## config.mk

```make
export PLATFORM = sky130hd
export DESIGN_NAME = round_robin_quantum_scheduler_unit
export DESIGN_NICKNAME = d
export VERILOG_FILES = /design/src/hw/rtl/rrqs_pkg.sv /design/src/hw/rtl/round_robin_quantum_scheduler_unit.sv /design/src/hw/rtl/rrqs_ram.sv
export SDC_FILE = /design/constraint.sdc
export NUM_CORES = 1
export LEC_CHECK = 0
export ABC_CLOCK_PERIOD_IN_PS = 7300
export BUFFER_PORTS_ARGS = -buffer_cell sky130_fd_sc_hd__buf_2
export CORE_MARGIN = 3
export CORE_UTILIZATION = 30
export CTS_BUF_LIST = sky130_fd_sc_hd__clkbuf_8 sky130_fd_sc_hd__clkbuf_16
export CTS_CLUSTER_DIAMETER = 60
export DETAILED_ROUTE_END_ITERATION = 12
export SLEW_MARGIN = 20
export SYNTH_ARGS = -nofsm -noshare
export SYNTH_HDL_FRONTEND = slang
export SYNTH_SLANG_ARGS = --single-unit
```

## constraint.sdc

```tcl
create_clock -name clk -period 7.3 [get_ports clk]
set_input_delay 0.365 -clock clk [delete_from_list [all_inputs] [get_ports clk]]
set_output_delay 0.365 -clock clk [all_outputs]
set_load 0.05 [all_outputs]
```

## src/hw/rtl/rrqs_pkg.sv

```systemverilog
// Shared types and constants for the round-robin quantum scheduler.
// Holds the request and response structs, mode codes and reset values.
// No dependencies.
package rrqs_pkg;

    localparam int ID_W           = 4;
    localparam int ID_SLOTS       = 16;
    localparam int TICK_W         = 16;
    localparam int COUNT_W        = 5;
    localparam int TASK_COUNT_DEF = 16;

    localparam logic [TICK_W-1:0] DEFAULT_TICKS = 16'd30;

    localparam logic [1:0] MODE_TICK    = 2'd0;
    localparam logic [1:0] MODE_READY   = 2'd1;
    localparam logic [1:0] MODE_QUANTUM = 2'd2;

    typedef struct packed {
        logic [1:0]        mode;
        logic [ID_W-1:0]   task_id;
        logic [TICK_W-1:0] quantum_value;
    } req_t;

    typedef struct packed {
        logic               switched;
        logic [ID_W-1:0]    running_task;
        logic [TICK_W-1:0]  ticks_left;
        logic [COUNT_W-1:0] ready_count;
        logic               overflow;
    } rsp_t;

endpackage

```

## src/hw/rtl/round_robin_quantum_scheduler_unit.sv

```systemverilog
// Round-robin scheduler with per-task quantum; depends on rrqs_pkg and rrqs_ram.
// The response is registered from S_POP, or from S_LOAD for a tick that reloads a quantum
// (queue memory read, then quantum memory read) or while the output is stalled. One
// request at a time: the next is taken once the response is registered.
// Reset: pointers, fill, countdown (30) and running task (0) clear at once; the
// quantum table reads 30 per task until written, the queue needs no clearing.
module round_robin_quantum_scheduler_unit
    import rrqs_pkg::*;
#(
    parameter int TASK_COUNT = TASK_COUNT_DEF
) (
    input  logic            clk,
    input  logic            rst_n,
    input  logic            cfg_valid,
    output logic            cfg_ready,
    input  logic [ID_W-1:0] cfg_data,
    input  logic            req_valid,
    output logic            req_ready,
    input  req_t            req_data,
    output logic            rsp_valid,
    input  logic            rsp_ready,
    output rsp_t            rsp_data
);

    localparam int PTR_W  = $clog2(TASK_COUNT);
    localparam int FILL_W = $clog2(TASK_COUNT + 1);
    localparam int SLOT_W = $clog2(ID_SLOTS);

    localparam logic [PTR_W-1:0]  PTR_LAST = PTR_W'(TASK_COUNT - 1);
    localparam logic [FILL_W-1:0] FILL_CAP = FILL_W'(TASK_COUNT);

    localparam logic [1:0] S_IDLE = 2'd0;
    localparam logic [1:0] S_POP  = 2'd1;
    localparam logic [1:0] S_LOAD = 2'd2;

    logic [1:0]          state_reg,     state_next;
    logic [ID_W-1:0]     idle_id_reg,   idle_id_next;
    logic [PTR_W-1:0]    head_reg,      head_next;
    logic [PTR_W-1:0]    tail_reg,      tail_next;
    logic [FILL_W-1:0]   fill_reg,      fill_next;
    logic [ID_W-1:0]     running_reg,   running_next;
    logic [TICK_W-1:0]   countdown_reg, countdown_next;
    logic [ID_SLOTS-1:0] qvalid_reg,    qvalid_next;
    req_t                req_reg,       req_next;
    logic                sw_reg,        sw_next;
    logic                ovf_reg,       ovf_next;
    logic                reload_reg,    reload_next;
    logic                qhit_reg,      qhit_next;
    rsp_t                rsp_reg,       rsp_next;
    logic                rsp_valid_reg, rsp_valid_next;

    logic              q_wr_en;
    logic [ID_W-1:0]   q_wr_data;
    logic              q_rd_en;
    logic [ID_W-1:0]   q_rd_data;
    logic              qt_wr_en;
    logic              qt_rd_en;
    logic [ID_W-1:0]   qt_rd_addr;
    logic [TICK_W-1:0] qt_rd_data;
    logic [TICK_W-1:0] cd_dec;
    logic [TICK_W-1:0] cd_load;
    logic              is_idle;
    logic              out_free;

    function automatic logic [PTR_W-1:0] ptr_adv(input logic [PTR_W-1:0] p);
        return (p == PTR_LAST) ? '0 : p + PTR_W'(1);
    endfunction

    rrqs_ram #(
        .WIDTH (ID_W),
        .DEPTH (TASK_COUNT)
    ) u_queue_ram (
        .clk     (clk),
        .wr_en   (q_wr_en),
        .wr_addr (tail_reg),
        .wr_data (q_wr_data),
        .rd_en   (q_rd_en),
        .rd_addr (head_reg),
        .rd_data (q_rd_data)
    );

    rrqs_ram #(
        .WIDTH (TICK_W),
        .DEPTH (ID_SLOTS)
    ) u_quantum_ram (
        .clk     (clk),
        .wr_en   (qt_wr_en),
        .wr_addr (SLOT_W'(req_reg.task_id)),
        .wr_data (req_reg.quantum_value),
        .rd_en   (qt_rd_en),
        .rd_addr (SLOT_W'(qt_rd_addr)),
        .rd_data (qt_rd_data)
    );

    assign cfg_ready = 1'b1;
    assign req_ready = (state_reg == S_IDLE);
    assign rsp_valid = rsp_valid_reg;
    assign rsp_data  = rsp_reg;

    assign cd_dec   = countdown_reg - TICK_W'(1);
    assign is_idle  = (running_reg == idle_id_reg);
    assign out_free = !rsp_valid_reg || rsp_ready;
    assign cd_load  = reload_reg ? (qhit_reg ? qt_rd_data : DEFAULT_TICKS) : countdown_reg;

    always_comb
    begin
        state_next     = state_reg;
        idle_id_next   = cfg_valid ? cfg_data : idle_id_reg;
        head_next      = head_reg;
        tail_next      = tail_reg;
        fill_next      = fill_reg;
        running_next   = running_reg;
        countdown_next = countdown_reg;
        qvalid_next    = qvalid_reg;
        req_next       = req_reg;
        sw_next        = sw_reg;
        ovf_next       = ovf_reg;
        reload_next    = reload_reg;
        qhit_next      = qhit_reg;
        rsp_next       = rsp_reg;
        rsp_valid_next = rsp_valid_reg && !rsp_ready;
        q_wr_en        = 1'b0;
        q_wr_data      = running_reg;
        q_rd_en        = 1'b0;
        qt_wr_en       = 1'b0;
        qt_rd_en       = 1'b0;
        qt_rd_addr     = running_reg;

        unique case (state_reg)
            S_IDLE:
            begin
                if (req_valid)
                begin
                    // fetch the queue head alongside the request
                    req_next   = req_data;
                    q_rd_en    = 1'b1;
                    state_next = S_POP;
                end
            end
            S_POP:
            begin
                sw_next     = 1'b0;
                ovf_next    = 1'b0;
                reload_next = 1'b0;
                unique case (req_reg.mode)
                    MODE_TICK:
                    begin
                        countdown_next = cd_dec;
                        if (cd_dec == '0 || is_idle)
                        begin
                            reload_next = 1'b1;
                            qt_rd_en    = 1'b1;
                            if (fill_reg != '0)
                            begin
                                // pop before push, so a full queue never overflows
                                running_next = q_rd_data;
                                qt_rd_addr   = q_rd_data;
                                head_next    = ptr_adv(head_reg);
                                sw_next      = 1'b1;
                                if (!is_idle)
                                begin
                                    q_wr_en   = 1'b1;
                                    tail_next = ptr_adv(tail_reg);
                                end
                                else
                                begin
                                    fill_next = fill_reg - FILL_W'(1);
                                end
                            end
                            else
                            begin
                                sw_next = !is_idle;
                            end
                        end
                    end
                    MODE_READY:
                    begin
                        if (req_reg.task_id != idle_id_reg)
                        begin
                            if (fill_reg == FILL_CAP)
                            begin
                                ovf_next = 1'b1;
                            end
                            else
                            begin
                                q_wr_en   = 1'b1;
                                q_wr_data = req_reg.task_id;
                                tail_next = ptr_adv(tail_reg);
                                fill_next = fill_reg + FILL_W'(1);
                            end
                        end
                    end
                    MODE_QUANTUM:
                    begin
                        qt_wr_en = 1'b1;
                        qvalid_next[SLOT_W'(req_reg.task_id)] = 1'b1;
                    end
                    default:
                    begin
                    end
                endcase
                qhit_next = qvalid_reg[SLOT_W'(qt_rd_addr)];
                if (!reload_next && out_free)
                begin
                    rsp_next.switched     = 1'b0;
                    rsp_next.running_task = running_next;
                    rsp_next.ticks_left   = countdown_next;
                    rsp_next.ready_count  = COUNT_W'(fill_next);
                    rsp_next.overflow     = ovf_next;
                    rsp_valid_next        = 1'b1;
                    state_next            = S_IDLE;
                end
                else
                begin
                    state_next = S_LOAD;
                end
            end
            S_LOAD:
            begin
                if (out_free)
                begin
                    countdown_next        = cd_load;
                    rsp_next.switched     = sw_reg;
                    rsp_next.running_task = running_reg;
                    rsp_next.ticks_left   = cd_load;
                    rsp_next.ready_count  = COUNT_W'(fill_reg);
                    rsp_next.overflow     = ovf_reg;
                    rsp_valid_next        = 1'b1;
                    state_next            = S_IDLE;
                end
            end
            default:
            begin
                state_next = S_IDLE;
            end
        endcase
    end

    always_ff @(posedge clk or negedge rst_n)
    begin
        if (!rst_n)
        begin
            state_reg     <= S_IDLE;
            idle_id_reg   <= '0;
            head_reg      <= '0;
            tail_reg      <= '0;
            fill_reg      <= '0;
            running_reg   <= '0;
            countdown_reg <= DEFAULT_TICKS;
            qvalid_reg    <= '0;
            rsp_valid_reg <= 1'b0;
        end
        else
        begin
            state_reg     <= state_next;
            idle_id_reg   <= idle_id_next;
            head_reg      <= head_next;
            tail_reg      <= tail_next;
            fill_reg      <= fill_next;
            running_reg   <= running_next;
            countdown_reg <= countdown_next;
            qvalid_reg    <= qvalid_next;
            rsp_valid_reg <= rsp_valid_next;
        end
    end

    always_ff @(posedge clk)
    begin
        req_reg    <= req_next;
        sw_reg     <= sw_next;
        ovf_reg    <= ovf_next;
        reload_reg <= reload_next;
        qhit_reg   <= qhit_next;
        rsp_reg    <= rsp_next;
    end

    assert property (@(posedge clk) disable iff (!rst_n)
        fill_reg <= FILL_CAP)
        else $error("ready queue fill beyond capacity");

    assert property (@(posedge clk) disable iff (!rst_n)
        (fill_reg == '0 || fill_reg == FILL_CAP) |-> head_reg == tail_reg)
        else $error("queue pointers disagree with fill");

    assert property (@(posedge clk) disable iff (!rst_n)
        rsp_valid_reg |-> !(rsp_reg.switched && rsp_reg.overflow))
        else $error("switch and overflow in one response");

    assert property (@(posedge clk) disable iff (!rst_n)
        (req_valid && req_ready) |=> state_reg == S_POP)
        else $error("accepted request did not start queue read");

endmodule

```

## src/hw/rtl/rrqs_ram.sv

```systemverilog
// Generic single-port-write, single-port-read RAM with registered read data.
// Used for the ready queue and the quantum table. No dependencies.
module rrqs_ram #(
    parameter int WIDTH = 4,
    parameter int DEPTH = 16
) (
    input  logic                     clk,
    input  logic                     wr_en,
    input  logic [$clog2(DEPTH)-1:0] wr_addr,
    input  logic [WIDTH-1:0]         wr_data,
    input  logic                     rd_en,
    input  logic [$clog2(DEPTH)-1:0] rd_addr,
    output logic [WIDTH-1:0]         rd_data
);

    logic [WIDTH-1:0] mem [DEPTH];
    logic [WIDTH-1:0] rd_data_reg;

    always_ff @(posedge clk)
    begin
        if (wr_en)
        begin
            mem[wr_addr] <= wr_data;
        end
        if (rd_en)
        begin
            rd_data_reg <= mem[rd_addr];
        end
    end

    assign rd_data = rd_data_reg;

endmodule
```

### Yosys cells after proc, flatten, opt, wreduce, memory -nomap -nowiden

Memory sizes are Yosys's and may differ from the RTL's. A register that Yosys moved wholly into a read port is not among the register bits.
Index checks and enable logic that the tools add are counted.

* register bits after elaboration: 109
* bits in writable memories: 320
* input bits: 31
* output and inout bits: 30
* word-level logic and storage cells: 137
* memories kept: 2

Memory list
* u_quantum_ram.mem: depth 16, bits a word 16, rd ports 1, clocked after Yosys merged registers in 1, write ports 1, RTL line rrqs_ram.sv:16 `logic [WIDTH-1:0] mem [DEPTH];`
* u_queue_ram.mem: depth 16, bits a word 4, rd ports 1, clocked after Yosys merged registers in 1, write ports 1, RTL line rrqs_ram.sv:16

* add/subtract/negate cells: 5
* $lt $le $gt $ge: 3
* eq/ne operators: 17
* muxes and demuxes: 65
* bitwise operators: 1
* reductions and logical operators: 23

Operators by type and width (count)
* 16-bit 2-to-1 mux: 4
* 4-bit 2-to-1 mux: 16
* 27-bit 2-to-1 mux: 2
* 27-bit one-hot mux with 2 select lines: 1
* 16-bit one-hot mux with 2 select lines: 1
* 1-bit 2-to-1 mux: 26
* 5-bit 2-to-1 mux: 5
* 16-bit logical NOT: 1
* 2-bit inequality test (second input constant): 8
* 16-bit OR: 1
* 16-bit by 1-bit subtractor with 16-bit output (second input constant): 1
* 4-bit by 5-bit less-than comparator with 1-bit output (second input constant): 2
* 5-bit one-hot mux with 2 select lines: 1
* 2-bit AND reduction: 5
* 4-bit by 1-bit adder with 4-bit output (second input constant): 2
* 4-bit equality test (second input constant): 2
* 4-bit one-hot mux with 2 select lines: 1
* 7-bit AND reduction: 1
* 2-bit 2-to-1 mux: 3
* 2-bit one-hot mux with 3 select lines: 1
* 5-bit by 1-bit adder with 5-bit output (second input constant): 1
* 5-bit equality test (second input constant): 1
* 5-bit nonzero test: 1
* 5-bit by 1-bit subtractor with 5-bit output (second input constant): 1
* 15 further kinds: 26

### Logic depth before layout (Yosys ltp)

Gate-level depths: netlist of the first run.

* word-level depth: 10
* gate-level depth with buffers: 15
* gate-level depth less buffers: 12

### By module

A second synthesis of the first run with hierarchy kept.

* cell total of the unflattened synthesis: 1061
* area total of the unflattened synthesis: 18432.7 sq um

By module, submodules not included
* rrqs_ram (u_quantum_ram): times used 1, cells an instance 432, area each 10202.3 sq um
* round_robin_quantum_scheduler_unit: times used 1, cells an instance 499, area each 5524.0 sq um
* rrqs_ram (u_queue_ram): times used 1, cells an instance 130, area each 2706.3 sq um

### Worst setup path before layout of the first run

OpenSTA, ideal clock, no wires.

* path type: register to register
* start point: reg countdown_reg[3]
* end point: reg rsp_reg, in the netlist rsp_data[0] (enable)
* library setup time: 0.411 ns
* arrival: 3.328 ns
* data required time: 6.889 ns
* slack: 3.561 ns
* cell stages (with the launch flop): 10
* period minus slack after synthesis: 3.739 ns
* cells stage by stage: dfstp_2 -> clkbuf_1 -> nor3_2 -> nand4b_2 -> or3_1 -> nand4_1 -> o21ba_4 -> nor2_1 -> and2_1 -> nor2_1

* cells in the longest elaborated chain, start to end: 10

RTL lines
* start: declaration: RTL line round_robin_quantum_scheduler_unit.sv:42 `logic [TICK_W-1:0] countdown_reg, countdown_next;`
* start signal: assignment: RTL line round_robin_quantum_scheduler_unit.sv:261 `countdown_reg <= countdown_next;`
* 16-bit by 1-bit subtractor with 16-bit output: RTL line round_robin_quantum_scheduler_unit.sv:100 `assign cd_dec = countdown_reg - TICK_W'(1);`
* 16-bit logical NOT: RTL line round_robin_quantum_scheduler_unit.sv:149 `if (cd_dec == '0 || is_idle)`
* 1-bit logical OR: RTL line round_robin_quantum_scheduler_unit.sv:149
* 1-bit 2-to-1 mux: RTL line round_robin_quantum_scheduler_unit.sv:149
* 1-bit 2-to-1 mux: RTL line round_robin_quantum_scheduler_unit.sv:145 `unique case (req_reg.mode)`
* 1-bit 2-to-1 mux: RTL line round_robin_quantum_scheduler_unit.sv:129 `unique case (state_reg)`
* 1-bit logical NOT: RTL line round_robin_quantum_scheduler_unit.sv:203 `if (!reload_next && out_free)`
* 1-bit logical AND: RTL line round_robin_quantum_scheduler_unit.sv:203
* 2-bit inequality test (no source line)
* 3-bit AND reduction (no source line)
* end signal: assignment: RTL line round_robin_quantum_scheduler_unit.sv:274 `rsp_reg <= rsp_next;`
* end: declaration: RTL line round_robin_quantum_scheduler_unit.sv:49 `rsp_t rsp_reg, rsp_next;`

Every way passes these cells. The select of a mux whose other input is x is not followed.
A chain may end at the register's enable or synchronous reset.

### Final worst setup path of the first run

* start point: reg countdown_reg[1]
* end point: reg u_quantum_ram.rd_data_reg[15], in the netlist u_quantum_ram.rd_data[15], read port of u_quantum_ram.mem, data pin

* cells in the longest elaborated chain, start to end: 7
* elaborated cells on any way between the ends: 10

RTL lines
* 16-bit by 1-bit subtractor with 16-bit output (*): RTL line round_robin_quantum_scheduler_unit.sv:100
* 16-bit logical NOT (*): RTL line round_robin_quantum_scheduler_unit.sv:149
* 1-bit logical OR (*): RTL line round_robin_quantum_scheduler_unit.sv:149
* 4-bit 2-to-1 mux: RTL line round_robin_quantum_scheduler_unit.sv:149
* 4-bit 2-to-1 mux: RTL line round_robin_quantum_scheduler_unit.sv:145
* 4-bit 2-to-1 mux (2 in a row): RTL line round_robin_quantum_scheduler_unit.sv:129
* end: declaration: RTL line rrqs_ram.sv:17 `logic [WIDTH-1:0] rd_data_reg;`

Every way passes the cells marked *; elsewhere a longest branch is shown, timed or not. The select of a mux whose other input is x is not followed.

==> results of run 1 <==
cell type report:
cell class,count,area (sq um)
Inverter,22,82.6
Multi-Input combinational cell,594,4910
Fill cell,5649,39000
Clock buffer,49,1200
Timing Repair Buffer,119,846
Clock inverter,37,255
Tap cell,782,978
Sequential cell,449,13200
cell usage after synthesis (6+ instances only):
library cell,instances,area (sq um)
edfxtp_1,393,11800
mux2i_1,146,1460
o22ai_1,64,400
dfrtp_1,52,1300
nor2_1,46,173
nand2_1,36,135
mux2_2,34,383
a21oi_1,24,120
inv_1,22,82.6
clkbuf_1,21,78.8
mux4_2,20,450
o21ai_0,18,90.1
or2_2,18,113
or4_1,17,128
nor3_1,16,80.1
buf_2,14,70.1
and2_1,13,81.3
ha_1,12,150
nand3_1,9,45.0
nand4_1,9,56.3
nor4_1,9,56.3
xnor2_1,9,78.8
xor2_1,8,70.1
buf_4,6,45.0
nor2b_1,6,37.5
o211ai_1,6,45.0
o311ai_0,6,52.6
per-stage QoR:
step	setup WS, ps	instances	power [W]	hold slack (ps)	area, sq um
after floorplan	3560	1114	0.00499	69.4	18400
after global placement	2480	1938	0.00554	452	19700
after detailed placement	2370	1938	0.00559	456	19700
after CTS	2370	2051	0.00784	59.7	21500
after global routing	2480	2052	0.00814	66.9	21500
final	2700	2052	0.00776	87.1	21500
power by group:
group,leakage [nW],total (W),internal (W),switching [W]
Combinational,3.07,0.00196,0.000732,0.00123
Clock,0.763,0.00222,0.00124,0.000983
Sequential,4.29,0.00358,0.00327,0.000314
Total,8.12,0.00776,0.00524,0.00253
cell families after synthesis:
kind of cell,after synthesis,synth area share (%)
flip-flops,449,71.8
AND/OR/NAND/NOR,211,6.36
multiplexers,201,12.6
AO/OA/AOI/OAI,152,5.72
buffers and inverters,71,1.87
XOR/XNOR,17,0.810
adder cells (fa/ha/maj),12,0.817
other,1,0.0204
worst max-delay path by stage:
stage | startpoint | end | slack, ps | cells after the start
finish | countdown_reg[1] | u_quantum_ram.rd_data[15] | 2700 | 13
global route | countdown_reg[1] | u_quantum_ram.rd_data[13] | 2480 | 13
CTS | countdown_reg[1] | u_quantum_ram.rd_data[9] | 2370 | 13
detailed placement | countdown_reg[1] | u_quantum_ram.rd_data[7] | 2370 | 13
global placement | countdown_reg[1] | u_quantum_ram.rd_data[8] | 2480 | 13
floorplan | countdown_reg[3] | rsp_data[0] | 3560 | 9
per-layer routing:
metal | wire (um) | up-vias | share of wire [%] | global-route usage (%)
met5 | 0 | - | 0 | 0
met4 | 795 | 0 | 1.9 | 3.44
met3 | 2220 | 68 | 5.2 | 2.31
met2 | 20600 | 273 | 48 | 22.3
met1 | 18900 | 5152 | 45 | 17.8
li1 | - | 4632 | - | -
placed cells by master (no fill, tap or decap), types with 8 or more instances in the layout:
cell type      count
clkbuf_16         47
clkinv_1           8
mux4_2            20
xor2_1             8
and2_1            12
mux2_2            34
edfxtp_1         393
buf_2             59
nand2_1           36
mux2i_1          145
inv_1             37
o21ai_0           18
nand4_1            9
or4_1             17
o22ai_1           64
nor4_1             9
dfrtp_1           52
or2_2             18
buf_4             31
dlygate4sd3_1     27
nor2_1            33
nand3_1            9
nor2_2            13
a21oi_1           24
ha_1              12
xnor2_1            9
nor3_1            12
==> flow_metrics.tcl, run 1 <==
set metrics [dict create \
    yosysSeqAreaShare_pct 71.8 \
    worstSkewPairLatency_ps 590 \
    ant_nets 0 \
    utilization_pct 35.5 \
    dp_hpwl_um 25900 \
    hp-class "in -> reg" \
    avgViaCountPerCell 4.93 \
    grt_antenna_before_repair 0 \
    synthToLayoutAreaGrowth_pct 16.8 \
    drt_iter0_drc 811 \
    final_nets 1276 \
    r2r_slack_ps 2700 \
    setup_violations 0 \
    cts.sink_count 449 \
    path_cells "inv_1, ha_1, nand2b_1, nor3_1, a2111oi_1, nand4_1, o21ba_4, nor2_8, mux2i_4, buf_12, mux2i_1, o22ai_1, or4_1" \
    grt_pass1_wl_um 63800 \
    rsz0062_at_grt "false" \
    synthArstFlopShare_pct 12.5 \
    yosysWarningCount 0 \
    clk_pin_slew_ps 60 \
    finalHoldViolCount 0 \
    io_pins 61 \
    grt_max_degree 98 \
    h-tree-depth 2 \
    irDropWorstVdd_uv 182 \
    critPathArrivalTime_ps 4890 \
    critPathMaxStageDelay_ps 570 \
    r2r-start "countdown_reg[1]" \
    min_period_over_period_pct 63.0 \
    status "complete, no violations" \
    clockBufferDepth 3 \
    avgSynthCellArea_sq_um 16.5 \
    endpoint_kind "flip-flop" \
    drc_errors 0 \
    place.gp.congestion 0.827 \
    cts_root_buf "clkbuf_16" \
    grt_pass1_vias 10100 \
    critPathSlowestCell "or4_1" \
    largest_register_ffs 256 \
    hp-start "cfg_valid" \
    start_kind "flip-flop" \
    setup_tns_ps 0 \
    crit_type "reg -> reg" \
    io_buffers 59 \
    slew_viol_final 0 \
    track_usage_pct 13.2 \
    ys_seq_elements 449 \
    top_register "u_quantum_ram.mem" \
    synth_top_flop_cell "edfxtp_1" \
    syn-instance-count 1114 \
    crit_family "simple AND/OR/NAND/NOR gates" \
    cts_setup_buffers 0 \
    hold_path_end "idle_id_reg[3]" \
    die_h_um 254 \
    clock.fmax_ghz 0.218 \
    synth_edf_count 393 \
    cellPowerDensity_nw_per_um2 361 \
    gr-total-overflow 0 \
    drive_above_1_share_pct 21.0 \
    coreArea_sq_um 60500 \
    cts_resized 0 \
    p_leak_nw 8.12 \
    maxCapViolCount 0 \
    synth.distinct_cells 66 \
    cts_tree "done" \
    cts_hold_buffers 27 \
    num_antenna_cells 0 \
    vias 10100 \
    avgRoutedWirePerCell_um 20.7 \
    required_ps 7590 \
    fin_crit_ps 4600 \
    start_util_pct 30.4 \
    slew_headroom_pct 34.5 \
    crit_fanout 97 \
    hold_depth 2 \
    syn_nets 1157 \
    dieArea_sq_um 64300 \
    die_w_um 254 \
    drt-total-wl_um 42600 \
    cts_buffers 47 \
    crit_buf_inv 2 \
    reg2regPathDepth 13 \
    max_slew.worst_pin.slew_ps 973 \
    r2r_end "u_quantum_ram.rd_data[15]" \
    skew_ps 31.1 \
    num_rows 90 \
    dr.pass1.iters 6 \
    synth_area_sq_um 18400 \
]
Power figures use the tool's default switching activity.
==> run 2: changes to the inputs <==
ABC_AREA = 1   (was default)
ABC_CLOCK_PERIOD_IN_PS = 4500   (was 7300)
clock period = 4.5 ns   (was 7.3 ns; I/O delays follow)
==> flow_metrics.tcl, run 2 <==
set metrics [dict create \
    status "complete, no violations" \
    final_nets 2095 \
    synthToLayoutAreaGrowth_pct 16.0 \
    multi_input_area_sq_um 5220 \
    h-tree-depth 2 \
    final_common_cell "edfxtp_1" \
    synthArstFlopShare_pct 12.5 \
    grt_pass1_vias 13700 \
    grt_antenna_before_repair 0 \
    skew_ps 26.6 \
    top_register "u_quantum_ram.mem" \
    synth_area_sq_um 20100 \
    max_slew.worst_pin.slew_ps 922 \
    yosysSeqAreaShare_pct 65.7 \
    cts_buffers 48 \
    setup_tns_ps 0 \
    largest_register_ffs 256 \
    drive_above_1_share_pct 10.4 \
    grt_max_degree 58 \
    p_leak_nw 9.64 \
    rsz0062_at_grt "false" \
    regArea_sq_um 13200 \
    dr.pass1.iters 5 \
    drt-total-wl_um 52200 \
    start_kind "flip-flop" \
    synth_top_flop_cell "edfxtp_1" \
    cts_tree "done" \
    ys_seq_elements 449 \
    io_buffers 59 \
    dieArea_sq_um 70200 \
    num_antenna_cells 0 \
    synth_commonest_cells "393 x edfxtp_1, 365 x nand3_1, 359 x nand2_1" \
    r2r_slack_ps 650 \
    num_rows 94 \
    irDropWorstVdd_uv 314 \
    min_period_over_period_pct 85.6 \
    syn-instance-count 1948 \
    cts_resized 0 \
    grt_pass1_wl_um 80000 \
    drt_iter0_drc 1559 \
    slew_viol_final 0 \
    final_cell_mix "393 x edfxtp_1, 365 x nand3_1, 359 x nand2_1, 347 x inv_1, 112 x o21ai_0" \
    clockBufferDepth 3 \
    avgRoutedWirePerCell_um 17.7 \
    clock.fmax_ghz 0.260 \
    io_pins 61 \
    worstSkewPairLatency_ps 600 \
    vias 14200 \
    setup_violations 0 \
    required_ps 4830 \
    coreArea_sq_um 66100 \
    synth.distinct_cells 43 \
    synth_top_cells_by_area "edfxtp_1 59%, nand3_1 9.1%, nand2_1 6.7%" \
    ant_nets 0 \
    fin_crit_ps 3850 \
    n_fill_cell 6511 \
    die_h_um 265 \
    crit_type "reg -> reg" \
    synth_top_cell_by_area "edfxtp_1" \
    endpoint_kind "flip-flop" \
    synth_edf_count 393 \
    drc_errors 0 \
    finalHoldViolCount 0 \
    crit_fanout 17 \
    maxCapViolCount 0 \
    critPathArrivalTime_ps 4180 \
    utilization_pct 35.3 \
    die_w_um 265 \
    synth_most_common_cell "edfxtp_1" \
    clk_pin_slew_ps 60 \
    slew_headroom_pct 38.4 \
    cellPowerDensity_nw_per_um2 579 \
    dp_hpwl_um 30800 \
    track_usage_pct 14.6 \
    avgSynthCellArea_sq_um 10.3 \
    synth_top_cell_area_share_pct 58.7 \
    avgViaCountPerCell 4.80 \
    place.gp.congestion 0.882 \
    start_util_pct 30.4 \
    gr-total-overflow 0 \
    cts_root_buf "clkbuf_16" \
    syn_nets 1991 \
    yosysWarningCount 0 \
    cts.sink_count 449 \
    hp-class "in -> reg" \
]
[run 2: cell count changes in the layout (fill, tap and decap cells not counted), moves of 18 or more]
cell and change:
nor2_1 +59, mux2i_1 -145, o22ai_1 -52, mux2_2 -31
mux4_2 -20, nand3_1 +356, o21ai_0 +94, nand2_1 +323
or2_2 -18, inv_1 +310
[run 2: layout make-up]
class	instances	share of cell area, %
clock inverter	38	1.35
timing repair buffer	134	4.15
inverter	345	5.55
multi-input combinational	1074	22.4
clock buffer	51	5.32
sequential	449	56.6
tap	864	4.63
[run 2: worst paths after layout]
kind                                             end  cells past startpoint             start
setup / recovery           u_quantum_ram.rd_data[10]                     19  countdown_reg[0]
hold / removal                          state_reg[1]                      4         req_valid
setup reg to reg           u_quantum_ram.rd_data[10]                     19  countdown_reg[0]
hold reg to reg                        qvalid_reg[9]                      2     qvalid_reg[9]
max in group asynchronous              qvalid_reg[6]                      3             rst_n
min in group asynchronous                tail_reg[3]                      3             rst_n
[run 2: report_power, final]
group / switching (W) / internal, W
Clock: 0.00166 / 0.00224
Combinational: 0.00285 / 0.00101
Sequential: 0.000427 / 0.00533
Total: 0.00493 / 0.00858
[run 2: what timing repair did]
action                    CTS  global route
hold endpoints to repair   79             0
hold buffers               34             0
setup buffers               0             0
[run 2: critical path, cell delays in order, from the launching register on]
cell and delay (ps):
dfrtp_1 390, clkinv_1 140, ha_1 280, nand2_1 160
nor2_2 180, nand2_1 70, nand2_1 60, nand2_1 70
nor2_1 110, nand2_1 70, nor2_1 110, nand2_2 120
nand2_8 120, nand2_4 100, nor2_1 130, a21oi_2 80
a21oi_4 670, inv_2 450, nand3_1 210, nand2_1 80
[run 2: per-stage QoR]
| step | setup slack, ps | std cells | hold WS (ps) | power, W | cell area [sq um] |
|---|---|---|---|---|---|
| floorplan | 1620 | 1948 | -70.6 | 0.00844 | 20100 |
| global placement | 785 | 2832 | 403 | 0.00958 | 21400 |
| detailed placement | 695 | 2832 | 403 | 0.00966 | 21400 |
| CTS | 679 | 2955 | 37.5 | 0.0136 | 23300 |
| global route | 354 | 2955 | 125 | 0.0142 | 23300 |
| finish | 648 | 2955 | 72.8 | 0.0135 | 23300 |
[run 2: cell families (layout without fill, tap and decap cells)]
| logic type | after synthesis | count (layout) | synth area share (%) |
|---|---|---|---|
| muxes | 3 | 3 | 0.168 |
| AOI/OAI and AO/OA | 185 | 185 | 5.27 |
| and+or+nand+nor | 858 | 858 | 18.9 |
| xor gates and xnor gates | 15 | 15 | 0.653 |
| adders and majority gates | 12 | 12 | 0.746 |
| other | 1 | 1 | 0.0186 |
| DFF | 449 | 449 | 65.7 |
| buffers and inverters | 425 | 568 | 8.58 |
[run 2: per-layer routing]
metal	up-vias	part of all wire (%)	global-route usage, %
met5	-	0	0
met4	0	2.6	4.50
met3	84	7.3	2.35
met2	559	45	23.0
met1	6801	45	20.8
li1	6729	-	-
==> run 3: changes to the inputs <==
CORE_UTILIZATION = 50   (was 30)
PLACE_DENSITY = 0.66   (was default)
==> flow_metrics.tcl, run 3 (same netlist as run 2, synthesis figures left out) <==
set metrics [dict create \
    top_register "u_quantum_ram.mem" \
    endpoint_kind "flip-flop" \
    rsz0062_at_grt "false" \
    setup_tns_ps 0 \
    drt_iter0_drc 1288 \
    avgRoutedWirePerCell_um 19.0 \
    grt_pass1_wl_um 77500 \
    crit_type "reg -> reg" \
    cts_tree "done" \
    critPathArrivalTime_ps 3670 \
    drive_above_1_share_pct 10.3 \
    crit_fanout 27 \
    p_sw_share_pct 35.6 \
    n_fill_cell 3256 \
    final_cell_mix "393 x edfxtp_1, 365 x nand3_1, 359 x nand2_1, 344 x inv_1, 112 x o21ai_0" \
    required_ps 4520 \
    max_slew.worst_pin.slew_ps 974 \
    share_seq_of_total_power_pct 43.2 \
    largest_register_ffs 256 \
    drc_errors 0 \
    clk_pin_slew_ps 60 \
    cellPowerDensity_nw_per_um2 582 \
    clockBufferDepth 3 \
    hp-class "in -> reg" \
    dr.pass1.iters 6 \
    ant_nets 0 \
    final_common_cell "edfxtp_1" \
    cts_setup_buffers 0 \
    slew_viol_final 0 \
    grt_antenna_before_repair 0 \
    critPathMaxStageDelay_ps 780 \
    h-tree-depth 2 \
    dp_hpwl_um 30000 \
    start_util_pct 51.3 \
    worstSkewPairLatency_ps 570 \
    path_common_cell "nand2_1" \
    combPwrFrac_pct 28.4 \
    num_rows 72 \
    coreArea_sq_um 39200 \
    clockPowerShare_pct 28.4 \
    start_kind "flip-flop" \
    io_buffers 59 \
    cts_root_buf "clkbuf_16" \
    io_pins 61 \
    multi_input_area_sq_um 5230 \
    hold_slack_ps 61.4 \
    die_h_um 207 \
    internal_power_w 0.00856 \
    slew_headroom_pct 35.0 \
    maxCapViolCount 0 \
    p_leak_nw 9.59 \
    p_sw_w 0.00473 \
    irDropWorstVdd_uv 368 \
    clock.fmax_ghz 0.274 \
    cts.sink_count 449 \
    regArea_sq_um 13200 \
    skew_ps 12.0 \
    num_antenna_cells 0 \
    path_cells "inv_1, ha_1, xnor2_1, nand2_1, nor2_1, nand2_1, nor2_1, nand2_1, nor2_1, nand2_2, nand2_8, nand2_1, o21ai_0, clkinv_1" \
    grt_pass1_vias 14000 \
    final_nets 2090 \
    place.gp.congestion 0.908 \
    track_usage_pct 23.7 \
    grt_max_degree 66 \
    drt-total-wl_um 49500 \
    avgViaCountPerCell 5.42 \
    setup_violations 0 \
    gr-total-overflow 0 \
    cts_buffers 47 \
    fin_crit_ps 3650 \
    die_w_um 207 \
    vias 14100 \
    dieArea_sq_um 42700 \
    status "complete, no violations" \
    critPathSlowestCell "clkinv_1" \
    synthToLayoutAreaGrowth_pct 13.6 \
    finalHoldViolCount 0 \
    min_period_over_period_pct 81.1 \
]
## run 3: cell count changes in the layout (fill, tap and decap cells not counted), sizes merged
cell | previous run | this run
inv | 357 | 350
buf | 100 | 96
clkinv | 21 | 23
clkbuf | 51 | 53
## run 3: cell type report
cell class / count / area share, %
clock buffers: 53 / 5.51
clock inverters: 33 / 1.10
inverters: 345 / 5.67
multi-input cells: 1074 / 22.9
flip-flops and latches: 449 / 57.8
well taps: 518 / 2.84
repair buffers: 130 / 4.22
## run 3: power groups by stage
stage / registers, W / clock network [W] / logic [W]
4_1_cts: 0.00574 / 0.00384 / 0.00378
6_report: 0.00574 / 0.00378 / 0.00378
5_1_grt: 0.00580 / 0.00402 / 0.00420
2_1_floorplan: 0.00614 / 0 / 0.00230
3_3_place_gp: 0.00580 / 0 / 0.00369
3_5_place_dp: 0.00582 / 0 / 0.00374
## run 3: layer usage
metal	vias up	track usage [%]	wire [um]
met5	-	0	0
met4	0	9.09	1750
met3	100	4.30	3280
met2	533	38.2	23400
met1	6758	32.3	21100
li1	6711	-	-
## run 3: critical path: cells and delay by family (launching register included)
| family | cells | cell delay (ps) |
|---|---|---|
| AND/OR/NAND/NOR | 9 | 960 |
| buffers and inverters | 2 | 860 |
| flip-flops | 1 | 560 |
| adder cells (fa/ha/maj) | 1 | 250 |
| XOR/XNOR | 1 | 230 |
| AO/OA/AOI/OAI | 1 | 210 |
## run 3: metrics by stage
| step | util, % | setup WS, ps | total power [W] | area [sq um] | cells |
|---|---|---|---|---|---|
| after global routing | 58.3 | 496 | 0.0140 | 22900 | 2602 |
| after global placement | 53.6 | 988 | 0.00949 | 21000 | 2482 |
| after floorplan | - | 1620 | 0.00844 | 20100 | 1948 |
| final | 58.3 | 850 | 0.0133 | 22900 | 2602 |
| after CTS | 58.3 | 1000 | 0.0134 | 22900 | 2602 |
| after detailed placement | 53.6 | 1030 | 0.00956 | 21000 | 2482 |
## run 3: what timing repair did
action                    4_1_cts  5_1_grt
resized for setup               0        0
hold endpoints to repair       79        0
hold buffers                   34        0
## run 3: final timing paths
path,slack (ps),cells past startpoint,to,start
min in group asynchronous,330,3,tail_reg[2],rst_n
min,60,4,state_reg[1],req_valid
max reg2reg,850,14,rsp_data[21],countdown_reg[1]
max in group asynchronous,3610,3,head_reg[1],rst_n
max,850,14,rsp_data[21],countdown_reg[1]
min reg2reg,460,2,qvalid_reg[3],qvalid_reg[3]
